==> config.mk <==
export PLATFORM = sky130hd
export DESIGN_NAME = day_count_calendar_converter_top
export DESIGN_NICKNAME = d
export VERILOG_FILES = /design/src/rtl/core/dccc_pkg.sv /design/src/rtl/core/dccc_ctrl.sv /design/src/rtl/core/dccc_dp.sv /design/src/rtl/core/day_count_calendar_converter_top.sv
export VERILOG_INCLUDE_DIRS = /design/src /design/src/rtl/core
export SDC_FILE = /design/constraint.sdc
export NUM_CORES = 1
export LEC_CHECK = 0
export ABC_AREA = 0
export BUFFER_PORTS_ARGS = -buffer_cell sky130_fd_sc_hd__buf_2
export CAP_MARGIN = 20
export CORE_MARGIN = 3
export CORE_UTILIZATION = 25
export DETAILED_ROUTE_END_ITERATION = 7
export PLACE_DENSITY_LB_ADDON = 0.1
export SETUP_SLACK_MARGIN = 0.1
export SLEW_MARGIN = 20
export SYNTH_ARGS = -nofsm -noshare
export SYNTH_HDL_FRONTEND = slang
export SYNTH_HIERARCHICAL = 1
export SYNTH_SLANG_ARGS = --single-unit
==> constraint.sdc <==
create_clock -name clk -period 4.6 [get_ports clk]
set_input_delay 0.92 -clock clk [delete_from_list [all_inputs] [get_ports clk]]
set_output_delay 0.92 -clock clk [all_outputs]
set_load 0.005 [all_outputs]
==> src/rtl/core/day_count_calendar_converter_top_assert.svh <==
// ----------------------------------------------------------------------------
// Assertion macros for the day count / calendar converter
// Each check is clocked on clk and held off while arst_n is low.
// ----------------------------------------------------------------------------
`ifndef DAY_COUNT_CALENDAR_CONVERTER_TOP_ASSERT_SVH
`define DAY_COUNT_CALENDAR_CONVERTER_TOP_ASSERT_SVH

`ifndef SYNTHESIS
// Same-cycle implication.
`define DCCC_ASSERT_IMP(lbl, ante, cons) \
	lbl: assert property (@(posedge clk) disable iff (!arst_n) (ante) |-> (cons)) \
		else $error("dccc: same-cycle check failed");
// Next-cycle implication.
`define DCCC_ASSERT_NXT(lbl, ante, cons) \
	lbl: assert property (@(posedge clk) disable iff (!arst_n) (ante) |=> (cons)) \
		else $error("dccc: next-cycle check failed");
`else
`define DCCC_ASSERT_IMP(lbl, ante, cons)
`define DCCC_ASSERT_NXT(lbl, ante, cons)
`endif

`endif

==> src/rtl/core/dccc_pkg.sv <==
`timescale 1ns / 1ps
// ----------------------------------------------------------------------------
// dccc_pkg
// Shared constants, types and calendar tables for the converter.
// ----------------------------------------------------------------------------
package dccc_pkg;

	localparam int YEAR_W  = 12;
	localparam int MONTH_W = 4;
	localparam int DAY_W   = 5;
	localparam int COUNT_W = 16;

	localparam logic [YEAR_W-1:0]  FIRST_YEAR = 12'd1978;
	localparam logic [YEAR_W-1:0]  LAST_YEAR  = 12'd2099;
	localparam logic [COUNT_W-1:0] MAX_COUNT  = 16'd44559;
	localparam logic [MONTH_W-1:0] LAST_MONTH_IDX = 4'd11;

	localparam logic OP_DATE_TO_COUNT = 1'b0;
	localparam logic OP_COUNT_TO_DATE = 1'b1;

	typedef enum logic [1:0] {
		S_IDLE,
		S_YEAR,
		S_MONTH,
		S_DONE
	} state_t;

	// controller -> datapath
	typedef struct packed {
		logic load;
		logic year_step;
		logic month_step;
		logic out_load;
	} cmd_t;

	// datapath -> controller
	typedef struct packed {
		logic err;
		logic year_done;
		logic month_done;
	} sts_t;

	function automatic logic is_leap(input logic [YEAR_W-1:0] year);
		return (year[1:0] == 2'b00);
	endfunction

	function automatic logic [8:0] year_len(input logic leap);
		return leap ? 9'd366 : 9'd365;
	endfunction

	// month index 0..11; codes 12..15 mean nothing and read as 31
	function automatic logic [DAY_W-1:0] month_len(input logic leap,
			input logic [MONTH_W-1:0] idx);
		logic [DAY_W-1:0] len;
		case (idx)
			4'd1:    len = leap ? 5'd29 : 5'd28;
			4'd3:    len = 5'd30;
			4'd5:    len = 5'd30;
			4'd8:    len = 5'd30;
			4'd10:   len = 5'd30;
			default: len = 5'd31;
		endcase
		return len;
	endfunction

endpackage

==> src/rtl/core/dccc_ctrl.sv <==
`timescale 1ns / 1ps
// ----------------------------------------------------------------------------
// dccc_ctrl
// Sequencer: load, year stepping, month stepping, result hand-off.
// ----------------------------------------------------------------------------
`include "day_count_calendar_converter_top_assert.svh"

module dccc_ctrl import dccc_pkg::*; (
	input  logic clk,
	input  logic arst_n,
	input  logic in_valid,
	output logic in_ready,
	output logic out_valid,
	input  logic out_ready,
	input  sts_t sts,
	output cmd_t cmd
);

	state_t state_q, state_nxt;
	logic   out_valid_q;
	logic   out_free;

	assign out_free = !out_valid_q || out_ready;

	always_comb begin
		state_nxt = state_q;
		case (state_q)
			S_IDLE: begin
				if (in_valid) state_nxt = S_YEAR;
			end
			S_YEAR: begin
				if (sts.err) state_nxt = S_DONE;
				else if (sts.year_done) state_nxt = S_MONTH;
			end
			S_MONTH: begin
				if (sts.month_done) state_nxt = S_DONE;
			end
			S_DONE: begin
				if (out_free) state_nxt = S_IDLE;
			end
			default: state_nxt = S_IDLE;
		endcase
	end

	always_comb begin
		cmd = '0;
		in_ready = 1'b0;
		case (state_q)
			S_IDLE: begin
				in_ready = 1'b1;
				cmd.load = in_valid;
			end
			S_YEAR: begin
				cmd.year_step = !sts.err && !sts.year_done;
			end
			S_MONTH: begin
				cmd.month_step = !sts.month_done;
			end
			S_DONE: begin
				cmd.out_load = out_free;
			end
			default: cmd = '0;
		endcase
	end

	always_ff @(posedge clk or negedge arst_n) begin
		if (!arst_n) begin
			state_q     <= S_IDLE;
			out_valid_q <= 1'b0;
		end else begin
			state_q <= state_nxt;
			if (cmd.out_load) out_valid_q <= 1'b1;
			else if (out_ready) out_valid_q <= 1'b0;
		end
	end

	assign out_valid = out_valid_q;

	`DCCC_ASSERT_IMP(a_no_result_overwrite, cmd.out_load, !out_valid_q || out_ready)
	`DCCC_ASSERT_IMP(a_year_step_not_done, cmd.year_step, !sts.year_done && !sts.err)
	`DCCC_ASSERT_NXT(a_load_then_work, cmd.load, state_q == S_YEAR && !in_ready)

endmodule

==> src/rtl/core/dccc_dp.sv <==
`timescale 1ns / 1ps
// ----------------------------------------------------------------------------
// dccc_dp
// Operand registers, shared add/subtract accumulator and result register.
// ----------------------------------------------------------------------------
module dccc_dp import dccc_pkg::*; (
	input  logic               clk,
	input  cmd_t               cmd,
	input  logic               opcode,
	input  logic [YEAR_W-1:0]  cal_year,
	input  logic [MONTH_W-1:0] cal_month,
	input  logic [DAY_W-1:0]   cal_day,
	input  logic [COUNT_W-1:0] count_in,
	output sts_t               sts,
	output logic [YEAR_W-1:0]  out_year,
	output logic [MONTH_W-1:0] out_month,
	output logic [DAY_W-1:0]   out_day,
	output logic [COUNT_W-1:0] count_out,
	output logic               range_error
);

	logic               op_q;
	logic               err_q;
	logic [YEAR_W-1:0]  tgt_year_q;
	logic [MONTH_W-1:0] tgt_month_q;
	logic [DAY_W-1:0]   day_q;
	logic [YEAR_W-1:0]  yr_q;
	logic [MONTH_W-1:0] mon_q;
	logic [COUNT_W-1:0] acc_q;

	logic [YEAR_W-1:0]  out_year_q;
	logic [MONTH_W-1:0] out_month_q;
	logic [DAY_W-1:0]   out_day_q;
	logic [COUNT_W-1:0] count_out_q;
	logic               range_error_q;

	logic               in_err;
	logic               cur_leap;
	logic [8:0]         ylen;
	logic [DAY_W-1:0]   mlen;
	logic [COUNT_W-1:0] ylen_ext, mlen_ext;

	// input check: date fields for date to count, count bound otherwise
	always_comb begin
		if (opcode == OP_DATE_TO_COUNT) begin
			in_err = (cal_year < FIRST_YEAR) || (cal_year > LAST_YEAR) ||
				(cal_month == '0) || (cal_month > 4'd12) || (cal_day == '0) ||
				(cal_day > month_len(is_leap(cal_year), cal_month - 4'd1));
		end else begin
			in_err = (count_in > MAX_COUNT);
		end
	end

	assign cur_leap = is_leap(yr_q);
	assign ylen     = year_len(cur_leap);
	assign mlen     = month_len(cur_leap, mon_q);
	assign ylen_ext = {{(COUNT_W-9){1'b0}}, ylen};
	assign mlen_ext = {{(COUNT_W-DAY_W){1'b0}}, mlen};

	always_comb begin
		sts.err = err_q;
		if (op_q == OP_DATE_TO_COUNT) begin
			sts.year_done  = (yr_q == tgt_year_q);
			sts.month_done = (mon_q == tgt_month_q - 4'd1);
		end else begin
			sts.year_done  = (acc_q <= ylen_ext);
			sts.month_done = (mon_q == LAST_MONTH_IDX) || (acc_q <= mlen_ext);
		end
	end

	always_ff @(posedge clk) begin
		if (cmd.load) begin
			op_q        <= opcode;
			err_q       <= in_err;
			tgt_year_q  <= cal_year;
			tgt_month_q <= cal_month;
			day_q       <= cal_day;
			yr_q        <= FIRST_YEAR;
			mon_q       <= '0;
			acc_q       <= (opcode == OP_COUNT_TO_DATE) ? count_in + 16'd1 : '0;
		end else if (cmd.year_step) begin
			yr_q  <= yr_q + 12'd1;
			acc_q <= (op_q == OP_DATE_TO_COUNT) ? acc_q + ylen_ext : acc_q - ylen_ext;
		end else if (cmd.month_step) begin
			mon_q <= mon_q + 4'd1;
			acc_q <= (op_q == OP_DATE_TO_COUNT) ? acc_q + mlen_ext : acc_q - mlen_ext;
		end
	end

	always_ff @(posedge clk) begin
		if (cmd.out_load) begin
			range_error_q <= err_q;
			if (err_q) begin
				out_year_q  <= '0;
				out_month_q <= '0;
				out_day_q   <= '0;
				count_out_q <= '0;
			end else if (op_q == OP_DATE_TO_COUNT) begin
				out_year_q  <= '0;
				out_month_q <= '0;
				out_day_q   <= '0;
				count_out_q <= acc_q + {{(COUNT_W-DAY_W){1'b0}}, day_q - 5'd1};
			end else begin
				out_year_q  <= yr_q;
				out_month_q <= mon_q + 4'd1;
				out_day_q   <= acc_q[DAY_W-1:0];
				count_out_q <= '0;
			end
		end
	end

	assign out_year    = out_year_q;
	assign out_month   = out_month_q;
	assign out_day     = out_day_q;
	assign count_out   = count_out_q;
	assign range_error = range_error_q;

endmodule

==> src/rtl/core/day_count_calendar_converter_top.sv <==
`timescale 1ns / 1ps
// ----------------------------------------------------------------------------
// day_count_calendar_converter_top
// Converts between days since 1 January 1978 and a calendar date.
// ----------------------------------------------------------------------------
// One item at a time, selected by opcode: 0 turns cal_year/cal_month/cal_day
// into count_out, 1 turns count_in into out_year/out_month/out_day. Leap
// years are every fourth year, correct over 1978..2099. A bad date or a count
// past 31 December 2099 sets range_error and zeroes the other result fields;
// fields that an opcode does not produce are zero. One shared 16-bit
// add/subtract accumulator walks the years from 1978 one per cycle, then the
// months one per cycle; a range error skips both walks, and the result
// register loads once it is empty or its result is being taken. in_ready
// is high only while the sequencer is idle, which it reaches in the cycle
// the result turns valid, so the next item can transfer in from that cycle
// on. The result sits in its own register, so the next item may transfer in
// while the previous result still waits for out_ready.
// ----------------------------------------------------------------------------
module day_count_calendar_converter_top import dccc_pkg::*; (
	input  logic               clk,
	input  logic               arst_n,
	// input channel
	input  logic               in_valid,
	output logic               in_ready,
	input  logic               opcode,
	input  logic [YEAR_W-1:0]  cal_year,
	input  logic [MONTH_W-1:0] cal_month,
	input  logic [DAY_W-1:0]   cal_day,
	input  logic [COUNT_W-1:0] count_in,
	// result channel
	output logic               out_valid,
	input  logic               out_ready,
	output logic [YEAR_W-1:0]  out_year,
	output logic [MONTH_W-1:0] out_month,
	output logic [DAY_W-1:0]   out_day,
	output logic [COUNT_W-1:0] count_out,
	output logic               range_error
);

	cmd_t cmd;
	sts_t sts;

	// sequencer: owns the handshakes and decides each step
	dccc_ctrl u_ctrl (
		.clk       (clk),
		.arst_n    (arst_n),
		.in_valid  (in_valid),
		.in_ready  (in_ready),
		.out_valid (out_valid),
		.out_ready (out_ready),
		.sts       (sts),
		.cmd       (cmd)
	);

	// datapath: captures the item, accumulates, holds the result
	dccc_dp u_dp (
		.clk         (clk),
		.cmd         (cmd),
		.opcode      (opcode),
		.cal_year    (cal_year),
		.cal_month   (cal_month),
		.cal_day     (cal_day),
		.count_in    (count_in),
		.sts         (sts),
		.out_year    (out_year),
		.out_month   (out_month),
		.out_day     (out_day),
		.count_out   (count_out),
		.range_error (range_error)
	);

endmodule

==> results of run 1 <==
layout make-up:
| class | instances | area share [%] |
|---|---|---|
| clock inverter | 7 | 1.20 |
| multi-input combinational | 469 | 45.5 |
| clock buffer | 9 | 3.01 |
| timing repair buffer | 97 | 7.03 |
| inverter | 32 | 1.61 |
| sequential | 96 | 36.2 |
| tap | 324 | 5.42 |
kinds of logic (layout without fill, tap and decap cells):
kind of cell | count (synthesis) | in the layout | share of synthesized area (%)
XOR/XNOR | 52 | 52 | 7.13
multiplexers | 9 | 9 | 2.12
AO/OA/AOI/OAI | 144 | 144 | 16.3
flip-flops | 96 | 96 | 42.4
adder cells (fa/ha/maj) | 34 | 34 | 7.25
buffers and inverters | 71 | 145 | 4.56
AND/OR/NAND/NOR | 230 | 230 | 20.3
final timing paths:
check / slack, ps / end / cells past startpoint
worst max-delay path: 400 / u_dp/acc_q[14]$_DFFE_PP_ / 15
worst min-delay path: 370 / u_ctrl/state_q[1]$_DFFE_PN0P_ / 1
worst max register to register: 400 / u_dp/acc_q[14]$_DFFE_PP_ / 15
worst min register to register: 540 / u_dp/yr_q[10]$_SDFFE_PP1P_ / 2
max in group asynchronous: 4100 / u_ctrl/out_valid$_DFFE_PN0P_ / 1
min in group clk: 540 / u_dp/yr_q[10]$_SDFFE_PP1P_ / 2
placed cells by master, fill, tap and decap left out, types with 17 or more instances in the layout:
| cell | instances |
|---|---|
| nor2_1 | 45 |
| nand4_1 | 23 |
| nand3_1 | 17 |
| ha_1 | 28 |
| edfxtp_1 | 77 |
| nand2_1 | 30 |
| xor2_1 | 20 |
| and2_1 | 17 |
| buf_2 | 81 |
| a21oi_1 | 31 |
| inv_1 | 31 |
| xnor2_1 | 32 |
critical path, stage by stage (launching register included):
cell,delay (ps)
dfxtp_1,370
inv_1,110
ha_2,240
inv_1,130
ha_1,250
fa_1,430
and3b_1,330
o221ai_1,190
o211ai_1,260
o41ai_1,160
nor3b_4,300
or3b_2,460
o32a_1,220
a211o_1,320
o211a_1,120
a211oi_2,170
routing by layer:
| layer | track usage, % | vias up | wire length [um] |
|---|---|---|---|
| met5 | 0 | - | 0 |
| met4 | 3.91 | 0 | 241 |
| met3 | 3.05 | 16 | 918 |
| met2 | 20.1 | 152 | 8030 |
| met1 | 21.7 | 2531 | 10400 |
| li1 | - | 2534 | - |
metrics by stage:
step / hold WS (ps) / utilization, % / total power, uW / std cells / worst slack (ps)
CTS: 354 / 30.2 / 4900 / 1034 / 307
finish: 372 / 30.2 / 4870 / 1034 / 398
floorplan: 501 / - / 3220 / 636 / 685
global placement: 529 / 28.9 / 4050 / 1018 / 526
global route: 350 / 30.2 / 5260 / 1034 / 144
detailed placement: 529 / 28.9 / 4070 / 1018 / 331
state kept, by name, summed over array words and instances (netlist names):
signal	count
u_dp/day_q	5
u_dp/yr_q	12
u_dp/tgt_year_q	12
u_dp/out_day	5
u_dp/count_out	16
u_dp/acc_q	16
u_dp/out_month	4
u_dp/range_error	1
u_ctrl/state_q	2
u_ctrl/out_valid	1
u_dp/mon_q	4
u_dp/out_year	12
u_dp/op_q	1
u_dp/err_q	1
u_dp/tgt_month_q	4
report_power, final:
| part | switching, uW | internal [uW] | leakage, uW |
|---|---|---|---|
| Combinational | 1470 | 983 | 0.00171 |
| Clock | 370 | 434 | 0.000147 |
| Sequential | 260 | 1350 | 0.000898 |
| Total | 2100 | 2760 | 0.00275 |
repair_timing:
action                                  in CTS  in global routing
endpoints found under the setup margin       0                  2
hold buffers                                 0                  0
gates resized for setup                      0                  2
==> impl_metrics.ini, run 1 <==
[sta]
fin_crit_ps = 4200
setup_tns_ps = 0
fin_worst_skew_ps = 10.9
hold_viol = 0
maxSlewHeadroom_pct = 38.2
fin_crit_sh_pct = 91.4
fmaxAchievable_mhz = 238
slew_violations = 0
final-setup-viol-count = 0
worst_pin_slew_ps = 927
rsz0062_at_grt = no

[grt]
grt_antenna_before_repair = 0
grt_first_pass_wirelength_mm = 31.1
grt_max_degree = 39
grt_pass1_vias = 5325
gr-usage-all-layers_pct = 14.2
grt.overflow.total = 0

[placed_design]
dpl-instance-area_mm2 = 0.00716
dpl.hpwl_mm = 15.0
gp_congestion = 0.840
io_buffer_count = 81

[run_status]
status = finished, final reports clean

[detailed_routing]
first_pass_iters = 5
drt-vias-per-instance = 5.06
drt_iter0_drc = 470
wl_mm = 19.6
wl_per_cell_um = 18.9
via_count = 5233
ant_nets = 0
drc = 0

[synth]
synth.most_common_cell = edfxtp_1
synthArstFlopShare_pct = 3.13
yosys.area.top_type = edfxtp_1
synth_enable_flop_cells = 77
synth_ff_type = edfxtp_1
syn_area_mm2 = 0.00639
yosys_register_bits = 96
syn-num-nets = 712
synth_cell_types = 86
synth_area_per_cell_um2 = 10.0
synthCells = 636
synth_top_area_share_pct = 36.2
yosys-top-cells-count = 77 x edfxtp_1, 45 x nor2_1, 32 x xnor2_1, 31 x a21oi_1, 31 x inv_1
seq_area_frac_synth_pct = 42.4
yosysWarnings = 6
synth_area_leaders = edfxtp_1 36%, ha_1 5.7%, dfxtp_1 5.0%, xnor2_1 4.4%, xor2_1 2.7%

[flow_run]
max_cap_viol_count = 0

[min_path]
min_path_type = in -> async

[final_layout]
multiInputGateArea_mm2 = 0.00341
fillers = 2617
layout-area-overhead-vs-synth_pct = 17.1
drive_gt1_share_pct = 19.7
ff_latch_area_mm2 = 0.00271
antenna_cells = 0
fin_area_mm2 = 0.00748
final_net_count = 781

[cts]
htreeDepth = 3
cts_tree = done
cts_made_buffers = 9
clock_latency_ps = 350
clockBufferDepth = 2
clk_pin_slew_ps = 80
ctsRootBufferMaster = clkbuf_16
postCtsSetupBuffers = 0
clock_sinks = 96

[setup_path]
endpoint_kind = flip-flop
critPathKind = reg -> reg
cp-start-kind = flip-flop
critical_path_peak_fanout = 5
crit_arrival_ps = 4410
r2r_start = u_dp/yr_q[0]$_SDFFE_PP0P_
startpoint = u_dp/yr_q[0]$_SDFFE_PP0P_
crit_required_ps = 4800

[power]
max-vdd-ir-drop_uv = 221
p_per_area_mw_per_mm2 = 650
p_leak_uw = 0.00275

[die]
start_util_pct = 25.8
die-area_mm2 = 0.0275
die_w_um = 166
io_pins = 82
rows = 57
die_h_um = 166
core_mm2 = 0.0247
Power figures use the tool's default switching activity.
==> inputs of run 2 (changes only) <==
Settings changed: SYNTH_HIERARCHICAL 1 to not set.
==> impl_metrics.ini, run 2 <==
[run_status]
status = finished, final reports clean

[cts]
clk_pin_slew_ps = 80
cts_made_buffers = 9
ctsRootBufferMaster = clkbuf_16
cts_tree = done
cts-resized-gates = 0
clockBufferDepth = 2
clock_latency_ps = 350
htreeDepth = 3
postCtsHoldBufs = 0
postCtsSetupBuffers = 0
clock_sinks = 96

[synth]
syn_area_mm2 = 0.00656
yosysWarnings = 0
yosys-top-cells-count = 77 x edfxtp_1, 49 x nor2_1, 39 x nand2_1, 32 x clkbuf_1, 30 x inv_1
synthArstFlopShare_pct = 3.13
synth_area_per_cell_um2 = 9.75
synth_ff_type = edfxtp_1
synth_enable_flop_cells = 77
synth_cell_types = 82
synthCells = 673
synth_area_leaders = edfxtp_1 35%, ha_1 5.3%, dfxtp_1 4.9%, xor2_1 3.3%, xnor2_1 3.1%
seq_area_frac_synth_pct = 41.3
synth_top_area_share_pct = 35.2
synth.most_common_cell = edfxtp_1
syn-num-nets = 748
yosys_register_bits = 96
yosys.area.top_type = edfxtp_1

[placed_design]
gp_congestion = 0.828
io_buffer_count = 81
dpl.hpwl_mm = 14.9

[setup_path]
endpoint_kind = flip-flop
cp-start-kind = flip-flop
crit_arrival_ps = 3700
crit_required_ps = 4590
critical_path_peak_fanout = 16
critPathKind = reg -> reg

[grt]
grt_pass1_vias = 5260
grt_first_pass_wirelength_mm = 31.0
grt_max_degree = 43
grt_antenna_before_repair = 0
gr-usage-all-layers_pct = 13.9
grt.overflow.total = 0

[detailed_routing]
drt-vias-per-instance = 5.04
ant_nets = 0
via_count = 5369
first_pass_iters = 5
wl_per_cell_um = 18.4
drc = 0
drt_iter0_drc = 389
wl_mm = 19.6

[final_layout]
drive_gt1_share_pct = 18.4
ff_latch_area_mm2 = 0.00271
final_cell_mix = 81 x buf_2, 77 x edfxtp_1, 49 x nor2_1
fillers = 2665
final_common_cell = buf_2
layout-area-overhead-vs-synth_pct = 15.1
antenna_cells = 0
final_core_util_pct = 29.7
final_net_count = 805
multiInputGateArea_mm2 = 0.00355

[sta]
setup_tns_ps = 0
rsz0062_at_grt = no
fmaxAchievable_mhz = 269
fin_crit_ps = 3720
fin_worst_skew_ps = 15.2
hold_viol = 0
maxSlewHeadroom_pct = 37.7
worst_pin_slew_ps = 934
final-setup-viol-count = 0
fin_crit_sh_pct = 80.8
slew_violations = 0

[power]
p_leak_uw = 0.00277
p_per_area_mw_per_mm2 = 632
max-vdd-ir-drop_uv = 191

[min_path]
min_path_type = in -> async

[die]
die-area_mm2 = 0.0282
core_mm2 = 0.0255
die_h_um = 168
rows = 58
io_pins = 82
die_w_um = 168
start_util_pct = 25.8

[flow_run]
max_cap_viol_count = 0
## run 2: area by class of cell
cell class                      instances  area share (%)
Clock inverter                          7            1.11
Sequential cell                        96            35.8
Multi-Input combinational cell        504            47.0
Timing Repair Buffer                   88            6.06
Tap cell                              330            5.47
Clock buffer                            9            2.98
Inverter                               31            1.54
## run 2: path summary, 6_finish.rpt
| kind | startpoint | end | slack [ps] | cells after the start |
|---|---|---|---|---|
| setup reg to reg | u_dp.mon_q[1]$_SDFFE_PP0P_ | u_dp.acc_q[6]$_DFFE_PP_ | 880 | 11 |
| setup / recovery | u_dp.mon_q[1]$_SDFFE_PP0P_ | u_dp.acc_q[6]$_DFFE_PP_ | 880 | 11 |
| max in group asynchronous | arst_n | u_ctrl.state_q[1]$_DFFE_PN0P_ | 4140 | 1 |
| hold reg to reg | u_dp.yr_q[11]$_SDFFE_PP0N_ | u_dp.yr_q[11]$_SDFFE_PP0N_ | 530 | 2 |
| min in group clk | u_dp.yr_q[11]$_SDFFE_PP0N_ | u_dp.yr_q[11]$_SDFFE_PP0N_ | 530 | 2 |
| hold / removal | arst_n | u_ctrl.out_valid$_DFFE_PN0P_ | 350 | 1 |
## run 2: cell families after synthesis
| group | count (synthesis) | synth area share, % |
|---|---|---|
| flops | 96 | 41.3 |
| mux | 12 | 1.93 |
| buf+inv | 73 | 4.65 |
| fa+ha+maj | 33 | 6.86 |
| xor+xnor | 49 | 6.77 |
| simple gates | 277 | 24.1 |
| compound gates | 133 | 14.5 |
## run 2: metal layers
layer | wire length (um) | GRT usage [%] | vias up
met1 | 10100 | 20.8 | 2593
met4 | 119 | 2.60 | 0
met2 | 8410 | 20.9 | 135
li1 | - | - | 2633
met5 | 0 | 0 | -
met3 | 999 | 2.72 | 8
## run 2: power by group
group	internal (uW)	switching [uW]	leakage, uW
combinational	892	1320	0.00172
clock	434	377	0.000154
sequential	1350	403	0.000897
total	2680	2100	0.00277
## run 2: worst max-delay path, cell delays in order, from the launching register on
cell       delay (ps)
dfxtp_1           450
inv_1             110
ha_1              210
nand2b_1          130
o21ai_0           170
a21oi_1           140
ha_1              230
fa_1              410
and4b_1           370
a2111oi_4         110
a211oi_2          360
or3_1             670
## run 2: through the flow
step | setup slack [ps] | power (uW) | hold slack [ps] | cells | area (um^2)
6_report | 884 | 4770 | 351 | 1065 | 7550
5_1_grt | 552 | 5180 | 337 | 1065 | 7550
4_1_cts | 825 | 4810 | 336 | 1065 | 7550
3_5_place_dp | 832 | 3980 | 522 | 1049 | 7250
3_3_place_gp | 963 | 3950 | 508 | 1049 | 7250
2_1_floorplan | 1260 | 3260 | 472 | 673 | 6560
